## src/rtl/m2ms_pkg.sv

```systemverilog
// Shared types, constants and elaboration-time helpers for the measurement to
// motion state converter. No dependencies.
`default_nettype none

package m2ms_pkg;

    localparam int FRAC_BITS_DEF     = 16;
    localparam int CORDIC_STAGES_DEF = 16;
    localparam int MAX_STAGES        = 30;
    localparam int DATA_W            = 32;
    localparam int XY_W              = 44;  // holds 2^31 << 8 times the vectoring growth
    localparam int Z_W               = 35;  // Q30 radians, pi plus the atan sum
    localparam int VEC_GUARD         = 8;
    localparam int GAIN_W            = 31;
    localparam int WIDE_W            = 80;

    localparam logic [63:0] PI_Q62 = 64'hC90FDAA22168C235;

    localparam logic [1:0] KIND_POS   = 2'd0;
    localparam logic [1:0] KIND_POLAR = 2'd1;
    localparam logic [1:0] KIND_STATE = 2'd2;
    localparam logic [1:0] KIND_TRUTH = 2'd3;

    typedef logic signed [DATA_W-1:0] word_t;

    // item fields that ride along the pipeline
    typedef struct packed {
        logic [1:0] kind;
        word_t      v0;
        word_t      v1;
        word_t      v2;
        word_t      v3;
        word_t      v4;
        logic       neg;   // rotation result needs negating
        logic       zero;  // truth vector with zero velocity
    } side_t;

    typedef struct packed {
        logic                   rot;
        logic signed [XY_W-1:0] x;
        logic signed [XY_W-1:0] y;
        logic signed [Z_W-1:0]  z;
    } cordic_t;

    typedef struct packed {
        word_t pos_x;
        word_t pos_y;
        word_t speed;
        word_t heading;
        word_t turn_rate;
        word_t vel_x;
        word_t vel_y;
    } result_t;

    function automatic int stages_used(input int n);
        return (n > MAX_STAGES) ? MAX_STAGES : n;
    endfunction

    // pi rounded to the given number of fraction bits
    function automatic logic [63:0] pi_at(input int frac);
        return (PI_Q62 + (64'd1 << (61 - frac))) >> (62 - frac);
    endfunction

    function automatic logic [63:0] isqrt64(input logic [63:0] p_in);
        logic [63:0] p;
        logic [63:0] res;
        logic [63:0] b;
        p   = p_in;
        res = 64'd0;
        b   = 64'd1 << 62;
        while (b > p)
            b = b >> 2;
        while (b != 64'd0) begin
            if (p >= res + b) begin
                p   = p - (res + b);
                res = (res >> 1) + b;
            end else begin
                res = res >> 1;
            end
            b = b >> 2;
        end
        return res;
    endfunction

    // square root of the Q62 product of the stage gains
    function automatic logic [63:0] gain_root(input int n);
        logic [63:0] p;
        logic [63:0] s;
        p = 64'd1 << 62;
        for (int i = 0; i < stages_used(n); i++)
            p = p + (p >> (2 * i));
        s = isqrt64(p);
        if (s == 64'd0)
            s = 64'd1;
        return s;
    endfunction

    function automatic logic signed [Z_W-1:0] atan_q30(input int i);
        logic signed [Z_W-1:0] a;
        case (i)
            0:  a = Z_W'(843314857);
            1:  a = Z_W'(497837829);
            2:  a = Z_W'(263043837);
            3:  a = Z_W'(133525159);
            4:  a = Z_W'(67021687);
            5:  a = Z_W'(33543516);
            6:  a = Z_W'(16775851);
            7:  a = Z_W'(8388437);
            8:  a = Z_W'(4194283);
            9:  a = Z_W'(2097149);
            default: a = Z_W'(64'd1 << (30 - i));
        endcase
        return a;
    endfunction

    function automatic word_t sat32(input logic signed [WIDE_W-1:0] v);
        word_t r;
        if (v > $signed(WIDE_W'(64'h7FFFFFFF)))
            r = 32'sh7FFFFFFF;
        else if (v < -$signed(WIDE_W'(64'h80000000)))
            r = 32'sh80000000;
        else
            r = v[DATA_W-1:0];
        return r;
    endfunction

endpackage

`default_nettype wire

```

## src/rtl/m2ms_reduce.sv

```systemverilog
// Front end: angle reduction into [-pi/2, pi/2] and CORDIC start values.
// Depends on m2ms_pkg.
`default_nettype none

module m2ms_reduce #(
    parameter int FRAC_BITS     = m2ms_pkg::FRAC_BITS_DEF,
    parameter int CORDIC_STAGES = m2ms_pkg::CORDIC_STAGES_DEF
) (
    input  wire logic              clk,
    input  wire logic              rst_n,
    input  wire logic              en,
    input  wire logic              in_valid,
    input  wire m2ms_pkg::side_t   in_side,
    output logic                   out_valid,
    output m2ms_pkg::cordic_t      out_data,
    output m2ms_pkg::side_t        out_side
);

    localparam int XY_W   = m2ms_pkg::XY_W;
    localparam int Z_W    = m2ms_pkg::Z_W;
    localparam int ANG_SH = 30 - FRAC_BITS;
    localparam int R_W    = ANG_SH;
    localparam int Q_W    = ANG_SH;
    localparam int PROD_W = 32 + R_W;
    localparam int QT_W   = Q_W + 33;

    localparam logic [63:0] TWO_PI64 = m2ms_pkg::pi_at(31);
    localparam logic [63:0] PI64     = m2ms_pkg::pi_at(30);
    localparam logic [63:0] HALF64   = m2ms_pkg::pi_at(29);
    localparam logic [63:0] RECIP64  = (64'd1 << (ANG_SH + 32)) / TWO_PI64;
    localparam logic [63:0] ROOT64   = m2ms_pkg::gain_root(CORDIC_STAGES);
    localparam logic [63:0] GAIN64   = ((64'd1 << 61) + (ROOT64 >> 1)) / ROOT64;

    localparam logic [R_W-1:0]        RECIP     = RECIP64[R_W-1:0];
    localparam logic [32:0]           TWO_PI    = TWO_PI64[32:0];
    localparam logic signed [Z_W-1:0] TWO_PI_Z  = $signed(Z_W'(TWO_PI64));
    localparam logic signed [Z_W-1:0] PI_Z      = $signed(Z_W'(PI64));
    localparam logic signed [Z_W-1:0] HALF_Z    = $signed(Z_W'(HALF64));
    localparam logic signed [XY_W-1:0] GAIN_XY  = $signed(XY_W'(GAIN64));

    logic                  s0_valid_reg, s1_valid_reg, s2_valid_reg, s3_valid_reg;
    m2ms_pkg::side_t       s0_side_reg, s1_side_reg, s2_side_reg, s3_side_reg;
    logic [31:0]           s0_abs_reg, s1_abs_reg, s2_abs_reg;
    logic                  s0_sgn_reg, s1_sgn_reg, s2_sgn_reg, s3_sgn_reg;
    logic [PROD_W-1:0]     s1_prod_reg;
    logic [QT_W-1:0]       s2_qt_reg;
    logic [32:0]           s3_rem_reg;
    logic                  out_valid_reg;
    m2ms_pkg::cordic_t     out_data_reg;
    m2ms_pkg::side_t       out_side_reg;

    m2ms_pkg::word_t       ang;
    logic [31:0]           abs_next;
    logic [PROD_W-1:0]     prod_next;
    logic [Q_W-1:0]        quot;
    logic [QT_W-1:0]       qt_next;
    logic [QT_W-1:0]       rem;
    logic [QT_W-1:0]       rem_c;
    logic signed [Z_W-1:0] remz, zz, zs, zr;
    logic                  half_neg;
    logic signed [XY_W-1:0] vx, vy;
    logic signed [Z_W-1:0] zv;
    m2ms_pkg::cordic_t     data_next;
    m2ms_pkg::side_t       side_next;

    always_comb
    begin
        ang      = (in_side.kind == m2ms_pkg::KIND_POLAR) ? in_side.v1 : in_side.v3;
        abs_next = ang[31] ? 32'(-ang) : 32'(ang);
        prod_next = s0_abs_reg * RECIP;
        quot      = s1_prod_reg[PROD_W-1 -: Q_W];
        qt_next   = quot * TWO_PI;
        // quotient estimate is at most one low
        rem   = QT_W'({s2_abs_reg, {ANG_SH{1'b0}}}) - s2_qt_reg;
        rem_c = (rem >= QT_W'(TWO_PI)) ? rem - QT_W'(TWO_PI) : rem;
    end

    always_comb
    begin
        remz = $signed(Z_W'(s3_rem_reg));
        zz   = (remz > PI_Z) ? remz - TWO_PI_Z : remz;
        zs   = s3_sgn_reg ? -zz : zz;
        half_neg = 1'b0;
        zr       = zs;
        if (zs > HALF_Z) begin
            zr       = zs - PI_Z;
            half_neg = 1'b1;
        end else if (zs < -HALF_Z) begin
            zr       = zs + PI_Z;
            half_neg = 1'b1;
        end

        vx = $signed({{(XY_W-40){s3_side_reg.v2[31]}}, s3_side_reg.v2, 8'b0});
        vy = $signed({{(XY_W-40){s3_side_reg.v3[31]}}, s3_side_reg.v3, 8'b0});
        zv = '0;
        if (s3_side_reg.v2[31]) begin
            zv = s3_side_reg.v3[31] ? -PI_Z : PI_Z;
            vx = -vx;
            vy = -vy;
        end

        data_next.rot = (s3_side_reg.kind != m2ms_pkg::KIND_TRUTH);
        data_next.x   = data_next.rot ? GAIN_XY : vx;
        data_next.y   = data_next.rot ? '0 : vy;
        data_next.z   = data_next.rot ? zr : zv;

        side_next      = s3_side_reg;
        side_next.neg  = data_next.rot & half_neg;
        side_next.zero = (s3_side_reg.v2 == '0) && (s3_side_reg.v3 == '0);
    end

    always_ff @(posedge clk or negedge rst_n)
    begin
        if (!rst_n) begin
            s0_valid_reg  <= 1'b0;
            s1_valid_reg  <= 1'b0;
            s2_valid_reg  <= 1'b0;
            s3_valid_reg  <= 1'b0;
            out_valid_reg <= 1'b0;
        end else if (en) begin
            s0_valid_reg  <= in_valid;
            s1_valid_reg  <= s0_valid_reg;
            s2_valid_reg  <= s1_valid_reg;
            s3_valid_reg  <= s2_valid_reg;
            out_valid_reg <= s3_valid_reg;
        end
    end

    always_ff @(posedge clk)
    begin
        if (en) begin
            s0_side_reg  <= in_side;
            s0_abs_reg   <= abs_next;
            s0_sgn_reg   <= ang[31];
            s1_side_reg  <= s0_side_reg;
            s1_abs_reg   <= s0_abs_reg;
            s1_sgn_reg   <= s0_sgn_reg;
            s1_prod_reg  <= prod_next;
            s2_side_reg  <= s1_side_reg;
            s2_abs_reg   <= s1_abs_reg;
            s2_sgn_reg   <= s1_sgn_reg;
            s2_qt_reg    <= qt_next;
            s3_side_reg  <= s2_side_reg;
            s3_sgn_reg   <= s2_sgn_reg;
            s3_rem_reg   <= rem_c[32:0];
            out_data_reg <= data_next;
            out_side_reg <= side_next;
        end
    end

    assign out_valid = out_valid_reg;
    assign out_data  = out_data_reg;
    assign out_side  = out_side_reg;

endmodule

`default_nettype wire

```

## config.mk

```make
export PLATFORM = sky130hd
export DESIGN_NAME = m2ms_reduce
export DESIGN_NICKNAME = d
export VERILOG_FILES = /design/src/rtl/m2ms_pkg.sv /design/src/rtl/m2ms_reduce.sv
export SDC_FILE = /design/constraint.sdc
export NUM_CORES = 2
export LEC_CHECK = 0
export BUFFER_PORTS_ARGS = -buffer_cell sky130_fd_sc_hd__buf_2
export CAP_MARGIN = 10
export CORE_ASPECT_RATIO = 0.75
export CORE_MARGIN = 2
export CORE_UTILIZATION = 53
export CTS_BUF_LIST = sky130_fd_sc_hd__clkbuf_4 sky130_fd_sc_hd__clkbuf_8
export DETAILED_ROUTE_END_ITERATION = 7
export PLACE_DENSITY = 0.76
export SYNTH_ARGS = -nofsm -noshare
export SYNTH_HDL_FRONTEND = slang
export SYNTH_SLANG_ARGS = --single-unit
```

## constraint.sdc

```tcl
create_clock -name clk -period 6.55 [get_ports clk]
set_clock_uncertainty 0.2 [all_clocks]
set_input_delay 1.31 -clock clk [delete_from_list [all_inputs] [get_ports clk]]
set_output_delay 1.31 -clock clk [all_outputs]
set_load 0.005 [all_outputs]
```

==> summary.md <==
| Metric | Value |
|---|---|
| Status | finished, violations left |
| Failing checks | setup timing |
| Hold_ws | about 0.18 ns |
| Top FF cell, synth | edfxtp_1 |
| Mapped Area | roughly 57000 um2 |
| CTS tree | done |
| Final hold vios | 0 |
| Dpl hpwl | 94.22 mm |
| Final WS setup | -0.006629 ns |
| Distinct cells, synth | 96 |
| Met2 Use GR | 35.67% |
| DRT Wirelength | 126.3 mm |
| Share of cells above drive strength 1 | between 20% and 30% |
| XOR/XNOR share of the synthesized area | under 10% |
| Post-synth EDFFs | around 1100 |
| Post-layout nets | between 5000 and 6000 |
| M1 GR Usage | 31.67% |
| Worst-Skew Late Latency | 0.88 ns |
| Fin. max-slew vios | 0 |
| Core area | ~110000 um2 |
| Synth warn | 0 |
| CTS buffer count | between 150 and 200 |
| IO Port Bufs | 441 |
| Worst min path class | reg2reg |
| CP max FO | 4 |
| Routed length per instance | between 15 and 20 um |
| Area post-placement | between 60000 and 70000 um2 |
| Crit Path Class | reg2reg |
| Startpoint class of the critical path | flop |
| Largest net degree at the start of global routing | roughly 170 |
| Worst Path Arrival | 6.98 ns |
| Ports | 457 |
| DRT iter0 DRCs | slightly below 3000 |
| Number of max-cap violations | 0 |
| Clock tree buffer depth | 3 |
| Critical Path RT | 6.98 ns |
| Post-synthesis simple-gate area fraction | around 6.5% |
| Final instance area | between 60000 and 70000 um2 |
| GP Congestion | ~0.88 |
| Die footprint | 109900 um2 |
| Unrepaired setup endpoints after global routing | true |
| Async SR Flop Fraction | 0.4484% |
| Clock root buffer | clkbuf_8 |
| Inst Count DP | 6073 |
| Via count | about 35000 |
| Slew @ Worst Pin | roughly 1 ns |
| #FFs+latches synth | ~1100 |
| # DRC | 0 |
| Largest family of logic cells by synthesized area | adder cells |
| Routed vias/inst | around 5.4 |
| Pre-CTS WS | -0.3372 ns |
| Synth-to-layout area growth | 17.32% |
| Clock-pin slew on the worst setup and hold paths | approximately 0.060 ns |
| Area share of fa/ha/maj cells after synthesis | between 15 and 20% |
| Relative slew slack | a little under a third |
| Die W | approximately 380 um |
| Sequential area share after synthesis | between 50 and 60% |
| Tcrit/Tclk final | 100.1% |
| Critical Path End Type | flop |
| First-pass GRT wire length | between 150 and 200 mm |
| H-tree depth | 4 |
| CTS Sinks | between 1000 and 1500 |
| Post-synthesis instance total | approximately 4000 |
| Global-route met3 utilization | under 10% |
| Post-route ant nets | 0 |
| Final worst path period need | around 6.6 ns |
| Placement Rows | 104 |
| Maximum clock rate | around 0.15 GHz |
| Grt total ovfl | 0 |
| Global route hottest layer | met2 |
| Height of the die | about 290 um |
| Total track usage | 22.59% |
| Final setup vio count | 1 |
| Largest register FFs | roughly 160 |
| Initial antenna violation count | 28 |
| Starting density of the core | a little over half |
| Cell Count, Final, Fillers Out | about 6400 |
| Average size of a mapped cell | ~14 um2 |
| Vias in the first global route | 34180 |
| Post-synthesis mux area share | less than 1% |
| Compound-cell area share of the yosys netlist | 7.401% |
| DR pass1 iterations | 8 |
==> path summary, 6_finish.rpt <==
check,start,end,slack (ns),depth (start not counted)
max,s0_abs_reg[27],s1_prod_reg[43],-0.007,23
min,s2_side_reg[104],s3_side_reg[104],0.18,0
max reg2reg,s0_abs_reg[27],s1_prod_reg[43],-0.007,23
min reg2reg,s2_side_reg[104],s3_side_reg[104],0.18,0
max in group asynchronous,rst_n,s0_valid_reg,5.44,2
min in group asynchronous,rst_n,s3_valid_reg,0.57,2
==> cell families after synthesis <==
group / count (synthesis)
other: 1
multiplexers: 48
AO/OA/AOI/OAI: 619
buffers and inverters: 618
XOR/XNOR: 272
flip-flops: 1115
adder cells (fa/ha/maj): 640
AND/OR/NAND/NOR: 739
==> per-stage QoR <==
step                 TNS [ns]  util [%]
floorplan                   0         -
global placement      -0.3822     58.34
detailed placement     -1.221     58.34
CTS                  -0.02744     61.83
global route           -1.322     62.42
finish              -0.006629     62.43
==> Yosys cell counts, drive strengths merged, types with 21 or more instances <==
master  instances  area [um2]
nand2         152       570.6
nand2b         26       162.7
or4            23       172.7
o22ai          21       131.4
nor2          214       810.8
a21o           44       330.3
a21oi         130       650.6
and3           24       150.1
or3            36       225.2
ha            345        4317
a31oi          23       150.1
xnor2         147        1287
nand3          44       220.2
clkbuf         71       266.5
o21ai         140       704.4
buf            36       220.2
nor3           95       475.5
fa            295        5906
inv           511        1918
nand4          23       150.1
edfxtp       1110       33330
o31ai          41       336.6
xor2          124        1086
o211ai         23       172.7
mux2i          39       390.4
o21a           27       202.7
nor4           24       183.9
==> placed cells by master (no fill, tap or decap), types with 35 or more instances in the layout <==
cell	instances
edfxtp_1	1110
inv_1	502
buf_2	440
ha_1	332
fa_1	293
buf_4	266
nor2_1	210
clkbuf_8	168
nand2_1	151
xnor2_1	145
a21oi_1	122
xor2_1	122
o21ai_0	106
nor3_1	91
clkbuf_4	57
a21o_1	44
nand3_1	43
mux2i_1	38
or3_1	36
o31ai_1	35
==> per-layer routing <==
layer	part of all wire, %	up-vias
met1	42	17310
li1	-	16250
met2	48	1232
met5	0.069	-
met3	7.1	226
met4	2.5	12
==> critical path: stages, from the launching register on <==
cell and delay (ns):
edfxtp_1 0.46, buf_6 0.16, fa_1 0.47, fa_1 0.51
inv_1 0.05, fa_1 0.47, fa_1 0.49, inv_1 0.05
fa_1 0.54, ha_4 0.23, a211oi_2 0.19, nand2_1 0.10
a221oi_2 0.31, and3_4 0.26, buf_6 0.11, a311oi_4 0.12
o31a_1 0.30, o211a_1 0.24, o21a_1 0.21, o21ai_2 0.15
nor2b_4 0.21, o21bai_4 0.09, a211o_1 0.26, nor2b_4 0.12
==> what timing repair did <==
action,CTS,global route
setup endpoints to repair,11,39
gates resized for setup,24,85
buffers inserted,26,26
hold endpoints to repair,5,0
pin swaps,22,63
cloned,0,0
hold buffers,1,0
==> final cells by class <==
type                    instances  area (um2)
well taps                    1431        1790
diodes                         24       60.06
fillers                      7766       40130
clock buffers                 225        2740
flip-flops and latches       1115       33460
inverters                     511        1918
repair buffers                727        4491
clock inverters                69       679.4
multi-input cells            2335       21560
Power is left out: the tool's default activity adds up to more than one toggle a clock period on the data nets, which glitch-free logic cannot reach.
