### src/rtl/m2ms_pkg.sv
// Shared types, constants and elaboration-time helpers for the measurement to
// motion state converter. No dependencies.
`default_nettype none

package m2ms_pkg;

    localparam int FRAC_BITS_DEF     = 16;
    localparam int CORDIC_STAGES_DEF = 16;
    localparam int MAX_STAGES        = 30;
    localparam int DATA_W            = 32;
    localparam int XY_W              = 44;  // holds 2^31 << 8 times the vectoring growth
    localparam int Z_W               = 35;  // Q30 radians, pi plus the atan sum
    localparam int VEC_GUARD         = 8;
    localparam int GAIN_W            = 31;
    localparam int WIDE_W            = 80;

    localparam logic [63:0] PI_Q62 = 64'hC90FDAA22168C235;

    localparam logic [1:0] KIND_POS   = 2'd0;
    localparam logic [1:0] KIND_POLAR = 2'd1;
    localparam logic [1:0] KIND_STATE = 2'd2;
    localparam logic [1:0] KIND_TRUTH = 2'd3;

    typedef logic signed [DATA_W-1:0] word_t;

    // item fields that ride along the pipeline
    typedef struct packed {
        logic [1:0] kind;
        word_t      v0;
        word_t      v1;
        word_t      v2;
        word_t      v3;
        word_t      v4;
        logic       neg;   // rotation result needs negating
        logic       zero;  // truth vector with zero velocity
    } side_t;

    typedef struct packed {
        logic                   rot;
        logic signed [XY_W-1:0] x;
        logic signed [XY_W-1:0] y;
        logic signed [Z_W-1:0]  z;
    } cordic_t;

    typedef struct packed {
        word_t pos_x;
        word_t pos_y;
        word_t speed;
        word_t heading;
        word_t turn_rate;
        word_t vel_x;
        word_t vel_y;
    } result_t;

    function automatic int stages_used(input int n);
        return (n > MAX_STAGES) ? MAX_STAGES : n;
    endfunction

    // pi rounded to the given number of fraction bits
    function automatic logic [63:0] pi_at(input int frac);
        return (PI_Q62 + (64'd1 << (61 - frac))) >> (62 - frac);
    endfunction

    function automatic logic [63:0] isqrt64(input logic [63:0] p_in);
        logic [63:0] p;
        logic [63:0] res;
        logic [63:0] b;
        p   = p_in;
        res = 64'd0;
        b   = 64'd1 << 62;
        while (b > p)
            b = b >> 2;
        while (b != 64'd0) begin
            if (p >= res + b) begin
                p   = p - (res + b);
                res = (res >> 1) + b;
            end else begin
                res = res >> 1;
            end
            b = b >> 2;
        end
        return res;
    endfunction

    // square root of the Q62 product of the stage gains
    function automatic logic [63:0] gain_root(input int n);
        logic [63:0] p;
        logic [63:0] s;
        p = 64'd1 << 62;
        for (int i = 0; i < stages_used(n); i++)
            p = p + (p >> (2 * i));
        s = isqrt64(p);
        if (s == 64'd0)
            s = 64'd1;
        return s;
    endfunction

    function automatic logic signed [Z_W-1:0] atan_q30(input int i);
        logic signed [Z_W-1:0] a;
        case (i)
            0:  a = Z_W'(843314857);
            1:  a = Z_W'(497837829);
            2:  a = Z_W'(263043837);
            3:  a = Z_W'(133525159);
            4:  a = Z_W'(67021687);
            5:  a = Z_W'(33543516);
            6:  a = Z_W'(16775851);
            7:  a = Z_W'(8388437);
            8:  a = Z_W'(4194283);
            9:  a = Z_W'(2097149);
            default: a = Z_W'(64'd1 << (30 - i));
        endcase
        return a;
    endfunction

    function automatic word_t sat32(input logic signed [WIDE_W-1:0] v);
        word_t r;
        if (v > $signed(WIDE_W'(64'h7FFFFFFF)))
            r = 32'sh7FFFFFFF;
        else if (v < -$signed(WIDE_W'(64'h80000000)))
            r = 32'sh80000000;
        else
            r = v[DATA_W-1:0];
        return r;
    endfunction

endpackage

`default_nettype wire

### src/rtl/m2ms_cell.sv
// One CORDIC micro-rotation, rotation or vectoring mode per item.
// Depends on m2ms_pkg.
`default_nettype none

module m2ms_cell #(
    parameter int STAGE = 0
) (
    input  wire logic              clk,
    input  wire logic              rst_n,
    input  wire logic              en,
    input  wire logic              in_valid,
    input  wire m2ms_pkg::cordic_t in_data,
    input  wire m2ms_pkg::side_t   in_side,
    output logic                   out_valid,
    output m2ms_pkg::cordic_t      out_data,
    output m2ms_pkg::side_t        out_side
);

    localparam int XY_W = m2ms_pkg::XY_W;
    localparam logic signed [m2ms_pkg::Z_W-1:0] ATAN = m2ms_pkg::atan_q30(STAGE);

    logic                   valid_reg;
    m2ms_pkg::cordic_t      data_reg;
    m2ms_pkg::side_t        side_reg;
    logic signed [XY_W-1:0] xs, ys;
    logic                   ccw;
    m2ms_pkg::cordic_t      data_next;

    always_comb
    begin
        xs  = $signed(in_data.x) >>> STAGE;
        ys  = $signed(in_data.y) >>> STAGE;
        // rotation follows the residual angle, vectoring drives y to zero
        ccw = in_data.rot ? !in_data.z[m2ms_pkg::Z_W-1] : in_data.y[XY_W-1];
        data_next.rot = in_data.rot;
        data_next.x   = ccw ? in_data.x - ys : in_data.x + ys;
        data_next.y   = ccw ? in_data.y + xs : in_data.y - xs;
        data_next.z   = ccw ? in_data.z - ATAN : in_data.z + ATAN;
    end

    always_ff @(posedge clk or negedge rst_n)
    begin
        if (!rst_n)
            valid_reg <= 1'b0;
        else if (en)
            valid_reg <= in_valid;
    end

    always_ff @(posedge clk)
    begin
        if (en) begin
            data_reg <= data_next;
            side_reg <= in_side;
        end
    end

    assign out_valid = valid_reg;
    assign out_data  = data_reg;
    assign out_side  = side_reg;

endmodule

`default_nettype wire

### config.mk
export PLATFORM = sky130hd
export DESIGN_NAME = m2ms_cell
export DESIGN_NICKNAME = d
export VERILOG_FILES = /design/src/rtl/m2ms_pkg.sv /design/src/rtl/m2ms_cell.sv
export SDC_FILE = /design/constraint.sdc
export NUM_CORES = 1
export LEC_CHECK = 0
export BUFFER_PORTS_ARGS = -buffer_cell sky130_fd_sc_hd__buf_4
export CORE_AREA = 4 4 225 227
export DETAILED_ROUTE_END_ITERATION = 12
export DIE_AREA = 0 0 229 231
export PLACE_DENSITY_LB_ADDON = 0.08
export SYNTH_ARGS = -nofsm -noshare
export SYNTH_HDL_FRONTEND = slang
export SYNTH_SLANG_ARGS = --single-unit
### constraint.sdc
create_clock -name clk -period 0.8 [get_ports clk]
set_input_delay 0.08 -clock clk [delete_from_list [all_inputs] [get_ports clk]]
set_output_delay 0.08 -clock clk [all_outputs]
set_load 0.005 [all_outputs]
==> impl_metrics.toml, run 1 <==
[outcome]
status = "finished, violations left"
violations = "hold timing, setup timing"

[timing]
worst_pin_slew_ps = 656
clock.fmax_ghz = 0.385
hold_viol_final = 1
setup_ws_ps = -1800
setup_viol = 414
holdWs_ps = -146
timing.setup.tns_ps = -258930
fin_crit_sh_pct = 325
fin_skew_ps = 0
finalMaxSlewViolations = 0
slew_headroom_pct = 56.3
rsz0062_at_grt = "yes"
min_period_ps = 2600

[grt]
grt_use_met1_pct = 44.7
grt_overflow_total = 0
antenna_found_initial = 13
busiest_layer = "met2"
grt_util_met3_pct = 5.79
track_usage_pct = 33.9
grt_use_met2_pct = 56.9
grt_max_degree = 52
grt_pass1_vias = 22100
grt_pass1_wl_mm = 137

[finish]
final_util_pct = 76.2
fill_cells = 3207
nets = 3849
area_growth_syn_to_layout_pct = 95.0
drive_gt1_share_pct = 54.3

[placement]
portBuffers = 580
dp_hpwl_mm = 71.5
gp_congestion = 0.986
place_ws_ps = -2500

[yosys]
yosysUniqueCellTypes = 87
synth_seq_cells = 288
avgSynthCellArea_sq_um = 9.95
syn_inst = 1909
ys_async_sr_fraction_pct = 0.347
syn-num-nets = 2348
yosysSeqAreaShare_pct = 45.5
synth_flop_cell = "edfxtp_1"
synth-edff-count = 287
synth_warnings = 0
netlist_area_sq_um = 19000

[cts]
clkTransAtPathRegs_ps = 60
cts.sinks = 288
cts_tree = "built"
cts_root_buffer = "clkbuf_16"
h-tree-depth = 2
worstSkewPairLatency_ps = 560
cts_buffer_depth = 3
cts_buffers = 35

[worst_setup_path]
worst_ep_arrival_time_ps = 2910
cp-start-kind = "primary input"
path_buf_inv = 6
path_cells = "buf_8 > buf_6 > ha_4 > inv_2 > fa_2 > nor3_4 > o311ai_4 > a31oi_1 > buf_4 > nor4_4 > buf_12 > nor3_4 > buf_6 > o21ai_4 > a211o_1 > o211ai_1 > xnor2_1"
worstSetupPathType = "primary input to flop"
crit_required_ps = 1110
cpPeakStageDelay_ps = 380
endpoint_kind = "flop"
critPathSlowestCell = "fa_2"
crit_family = "compound AO/OA/AOI/OAI gates"
worstPathMaxFanout = 4

[power_and_ir_drop]
leakagePower_nw = 16.2
power_density_nw_per_um2 = 1620
total_power_w = 0.0602
peakVddDrop_uv = 1900

[detailed_routing]
vias = 22400
vias_per_cell = 5.52
ant_nets = 0
drt_wl_total_mm = 99.0
first_pass_iters = 7
drc = 0
drt-initial-drc-count = 2124
wl_per_cell_microns = 24.4

[die]
io_pins = 581
std_cell_rows = 81
die-height_microns = 231
die_w_microns = 229
design.core.area_sq_um = 48600
initial_core_util_pct = 39.1
dieArea_sq_um = 52900

[flow_run]
maxCapViolCount = 0

[hold_path]
min_path_type = "primary input to flop"
[path summary, 6_finish.rpt]
check	start	end	slack (ps)	cells after the start
setup / recovery	in_data[79]	out_data[77]$_DFFE_PP_	-1800	17
hold / removal	in_data[0]	out_data[1]$_DFFE_PP_	-150	2
setup reg to reg	out_valid$_DFFE_PN0P_	out_valid$_DFFE_PN0P_	-150	2
hold reg to reg	out_valid$_DFFE_PN0P_	out_valid$_DFFE_PN0P_	710	2
max in group asynchronous	rst_n	out_valid$_DFFE_PN0P_	280	3
min in group asynchronous	rst_n	out_valid$_DFFE_PN0P_	410	3
[metal layers]
metal  vias up  share of wire, %
met3       222               7.8
met4         2               4.2
met1     11000                40
met5         -             0.017
met2      1144                48
li1      10100                 -
[worst reg2reg max path, cell delays in order (launching register included)]
cell	delay [ps]
dfrtp_1	400
buf_4	150
mux2_2	280
[sequential cells by signal, summed over array words and instances (netlist names)]
name and count:
out_side 164, out_data 123, out_valid 1
[power breakdown]
group          leakage (nW)  total (W)  internal (W)  switching [W]
Sequential             2.82     0.0200        0.0190       0.000975
Clock                 0.510     0.0154       0.00878        0.00666
Combinational          12.9     0.0248        0.0130         0.0118
Total                  16.2     0.0602        0.0408         0.0194
[kinds of logic (layout without fill, tap and decap cells)]
logic type	after synthesis	after routing	share of synthesized area [%]
XOR/XNOR	117	117	5.39
buffers and inverters	235	1757	4.77
multiplexers	27	27	1.44
AND/OR/NAND/NOR	481	481	12.2
other	0	6	0
adder cells (fa/ha/maj)	152	152	10.1
AO/OA/AOI/OAI	609	609	20.6
flip-flops	288	288	45.5
[stage by stage]
step | instances | instance area (sq um) | hold slack (ps)
finish | 4059 | 37000 | -146
global route | 4058 | 37000 | -167
CTS | 4021 | 35200 | -156
detailed placement | 3719 | 30000 | -143
global placement | 3719 | 30000 | -145
floorplan | 1909 | 20200 | -216
[placed cells by master (no fill, tap or decap), types with 12 or more instances in the layout]
cell type and count:
a21o_1 46, a21oi_1 123, a21oi_2 53, a21oi_4 20, a31oi_1 17, buf_12 17
buf_4 1090, buf_6 243, buf_8 13, clkbuf_16 37, dlygate4sd3_1 178, edfxtp_1 287
ha_1 109, ha_4 33, inv_1 123, inv_2 13, mux2i_1 17, nand2_1 78
nand2b_1 18, nand3_1 23, nand4_1 20, nor2_1 133, nor2_4 17, nor3_1 37
nor3_2 12, nor3_4 12, o211ai_1 16, o21a_1 17, o21ai_0 50, o21ai_1 22
o21ai_2 25, o21ai_4 19, o21bai_1 38, o31ai_4 12, xnor2_1 73, xnor2_2 29
xor2_1 15
[synthesized netlist by cell type (5+ instances only)]
| cell | count | area (sq um) |
|---|---|---|
| o2111ai_1 | 9 | 78.8 |
| nor3_1 | 61 | 305 |
| clkbuf_1 | 56 | 210 |
| a211o_1 | 9 | 78.8 |
| o21ai_0 | 114 | 571 |
| or2_2 | 9 | 56.3 |
| a211oi_1 | 18 | 135 |
| buf_1 | 16 | 60.1 |
| nor2b_1 | 15 | 93.8 |
| o22ai_1 | 9 | 56.3 |
| and4_1 | 6 | 52.6 |
| nand3_1 | 29 | 145 |
| buf_2 | 10 | 50.1 |
| nand2_1 | 99 | 372 |
| ha_1 | 144 | 1800 |
| a21o_1 | 46 | 345 |
| nand2b_1 | 20 | 125 |
| a2111oi_0 | 6 | 52.6 |
| edfxtp_1 | 287 | 8620 |
| and3_1 | 11 | 68.8 |
| clkinv_1 | 5 | 18.8 |
| xor2_1 | 15 | 131 |
| a22oi_1 | 5 | 37.5 |
| or3_1 | 13 | 81.3 |
| mux2i_1 | 24 | 240 |
| o21a_1 | 20 | 150 |
| and2_1 | 8 | 50.1 |
| nor4_1 | 17 | 106 |
| o31ai_1 | 22 | 165 |
| a31oi_1 | 31 | 194 |
| maj3_1 | 5 | 50.1 |
| nand4_1 | 20 | 125 |
| a21oi_1 | 195 | 976 |
| nor2_1 | 155 | 582 |
| inv_1 | 144 | 541 |
| xnor2_1 | 102 | 893 |
| o21bai_1 | 45 | 338 |
| o211ai_1 | 16 | 120 |
[cell type report]
cell class	instances	area (sq um)	share of cell area (%)
multi-input combinational	1386	12500	33.8
inverter	151	611	1.65
antenna	6	15.0	0.0405
clock buffer	45	913	2.47
sequential	288	8640	23.3
timing repair buffer	1548	13400	36.2
clock inverter	13	164	0.442
tap	622	778	2.10
[repair_timing]
item,CTS,global route
cloned,2,5
hold buffers,178,2
gates resized for setup,394,345
setup buffers,78,52
setup endpoints to repair,406,415
hold endpoints to repair,182,7
pin swaps,200,170
Power figures use the tool's default switching activity.
==> inputs of run 2 (changes only) <==
Settings changed: BUFFER_PORTS_ARGS -buffer_cell sky130_fd_sc_hd__buf_4 to -buffer_cell sky130_fd_sc_hd__buf_2.
==> run 2 against run 1 <==
  * The flow still finishes with violations (hold timing, setup timing)
  * Global-route usage shrank 0.48 points
  * Die area unchanged
  * Clock skew stayed put
  * Core utilization decreased by 3.0 points
  * Combinational power fell by 6%
  * Sequential share of layout area is 0.94 points higher
  * Critical path type unchanged
  * Final cell count increased by 0.69%
  * Critical endpoint is now out_data[33]$_DFFE_PP_
  * Largest power group unchanged
  * Non-clock buffer count up 26
  * Register-to-register slack gained 210 ps
==> impl_metrics.toml, run 2 (synthesis results as in run 1) <==
[outcome]
status = "finished, violations left"
violations = "hold timing, setup timing"

[worst_setup_path]
worst_ep_arrival_time_ps = 3030
worstSetupPathType = "primary input to flop"
crit_required_ps = 1190
worstPathMaxFanout = 6
endpoint_kind = "flop"
rr_startpoint = "out_valid$_DFFE_PN0P_"
cp-start-kind = "primary input"
cp-startpoint = "in_data[123]"

[grt]
grt_pass1_vias = 21900
antenna_found_initial = 25
grt_pass1_wl_mm = 135
grt_max_degree = 80
grt_overflow_total = 0
track_usage_pct = 33.4

[die]
initial_core_util_pct = 39.1
design.core.area_sq_um = 48600
std_cell_rows = 81
die-height_microns = 231
io_pins = 581
die_w_microns = 229
dieArea_sq_um = 52900

[timing]
hold_viol_final = 1
fin_skew_ps = 0
holdWs_ps = -85.9
setup_ws_ps = -1830
timing.setup.tns_ps = -245200
min_period_ps = 2630
finalMaxSlewViolations = 0
slew_headroom_pct = 56.4
setup_viol = 415
rsz0062_at_grt = "yes"
clock.fmax_ghz = 0.380
worst_pin_slew_ps = 654
fin_crit_sh_pct = 329

[cts]
clkTransAtPathRegs_ps = 60
worstSkewPairLatency_ps = 540
cts_root_buffer = "clkbuf_16"
cts.sinks = 288
h-tree-depth = 2
cts_hold_buf = 173
cts_buffer_depth = 3
cts_buffers = 34
cts_tree = "built"

[finish]
drive_gt1_share_pct = 55.7
area_growth_syn_to_layout_pct = 87.4
final_area_sq_um = 35600
multiInputGateArea_sq_um = 12600
fill_cells = 3542
nets = 3874
layout_commonest_cell = "buf_4"
seqCellArea_sq_um = 8640
layout_common_cells = "buf_4 (683), buf_2 (546), edfxtp_1 (287)"
largest_register_ffs = 164

[detailed_routing]
drt-initial-drc-count = 1663
vias = 21800
ant_nets = 0
drt_wl_total_mm = 94.1
drc = 0
vias_per_cell = 5.34
first_pass_iters = 6
wl_per_cell_microns = 23.0

[hold_path]
min_from = "in_data[0]"
min_path_type = "primary input to flop"

[power_and_ir_drop]
leakagePower_nw = 15.8
peakVddDrop_uv = 1690
power_density_nw_per_um2 = 1660

[placement]
gp_congestion = 0.989
dp_hpwl_mm = 70.9
dpl_cell_area_sq_um = 28600
portBuffers = 580

[flow_run]
maxCapViolCount = 0
[run 2: power by group]
| part | internal (W) | switching, W |
|---|---|---|
| Sequential | 0.0189 | 0.000690 |
| Combinational | 0.0116 | 0.0116 |
| Clock | 0.00952 | 0.00659 |
[run 2: routing by layer]
layer | vias to the layer above | global-route usage [%] | share of wire, %
met5 | - | 0 | 0.029
met4 | 4 | 10.5 | 3.3
met1 | 10600 | 44.1 | 41
met2 | 889 | 55.7 | 48
li1 | 10100 | - | -
met3 | 152 | 6.68 | 7.1
[run 2: per-stage QoR]
stage | hold slack (ps) | setup slack, ps | power (W) | util [%] | std cells
2_1_floorplan | -216 | -2750 | 0.0277 | - | 1909
3_3_place_gp | -145 | -2460 | 0.0376 | 58.8 | 3721
3_5_place_dp | -145 | -2520 | 0.0377 | 58.8 | 3721
4_1_cts | -102 | -1760 | 0.0571 | 69.9 | 4022
5_1_grt | -115 | -1890 | 0.0614 | 73.2 | 4086
6_report | -85.9 | -1830 | 0.0590 | 73.2 | 4087
[run 2: timing repair]
| item | CTS | global route |
|---|---|---|
| endpoints found under the setup margin | 406 | 416 |
| resized for setup | 441 | 258 |
| buffers inserted | 83 | 80 |
| gates cloned | 1 | 0 |
| hold endpoints to repair | 178 | 1 |
| pin swaps | 208 | 227 |
[run 2: final cells by class]
type	instances	area share [%]
timing repair buffer	1574	33.2
multi-input combinational	1386	35.4
clock inverter	23	0.801
tap	622	2.19
sequential	288	24.3
clock buffer	37	2.42
antenna	6	0.0422
inverter	151	1.74
[run 2: worst paths after layout]
check	depth (start not counted)	endpoint	slack [ps]
max in group asynchronous	3	out_valid$_DFFE_PN0P_	260
hold / removal	2	out_data[1]$_DFFE_PP_	-90
setup / recovery	15	out_data[33]$_DFFE_PP_	-1830
setup reg to reg	1	out_valid$_DFFE_PN0P_	60
hold reg to reg	1	out_valid$_DFFE_PN0P_	510
min in group asynchronous	3	out_valid$_DFFE_PN0P_	420
[run 2: worst max-delay path: stages]
cell	delay (ps)
buf_8	110
and2b_2	220
nor2_4	200
inv_6	80
ha_4	290
o21ai_1	60
o21bai_1	230
o311ai_2	140
nor4_2	350
buf_4	190
o31ai_4	70
o31ai_4	350
nand3_2	160
a2111o_1	390
o211ai_1	100
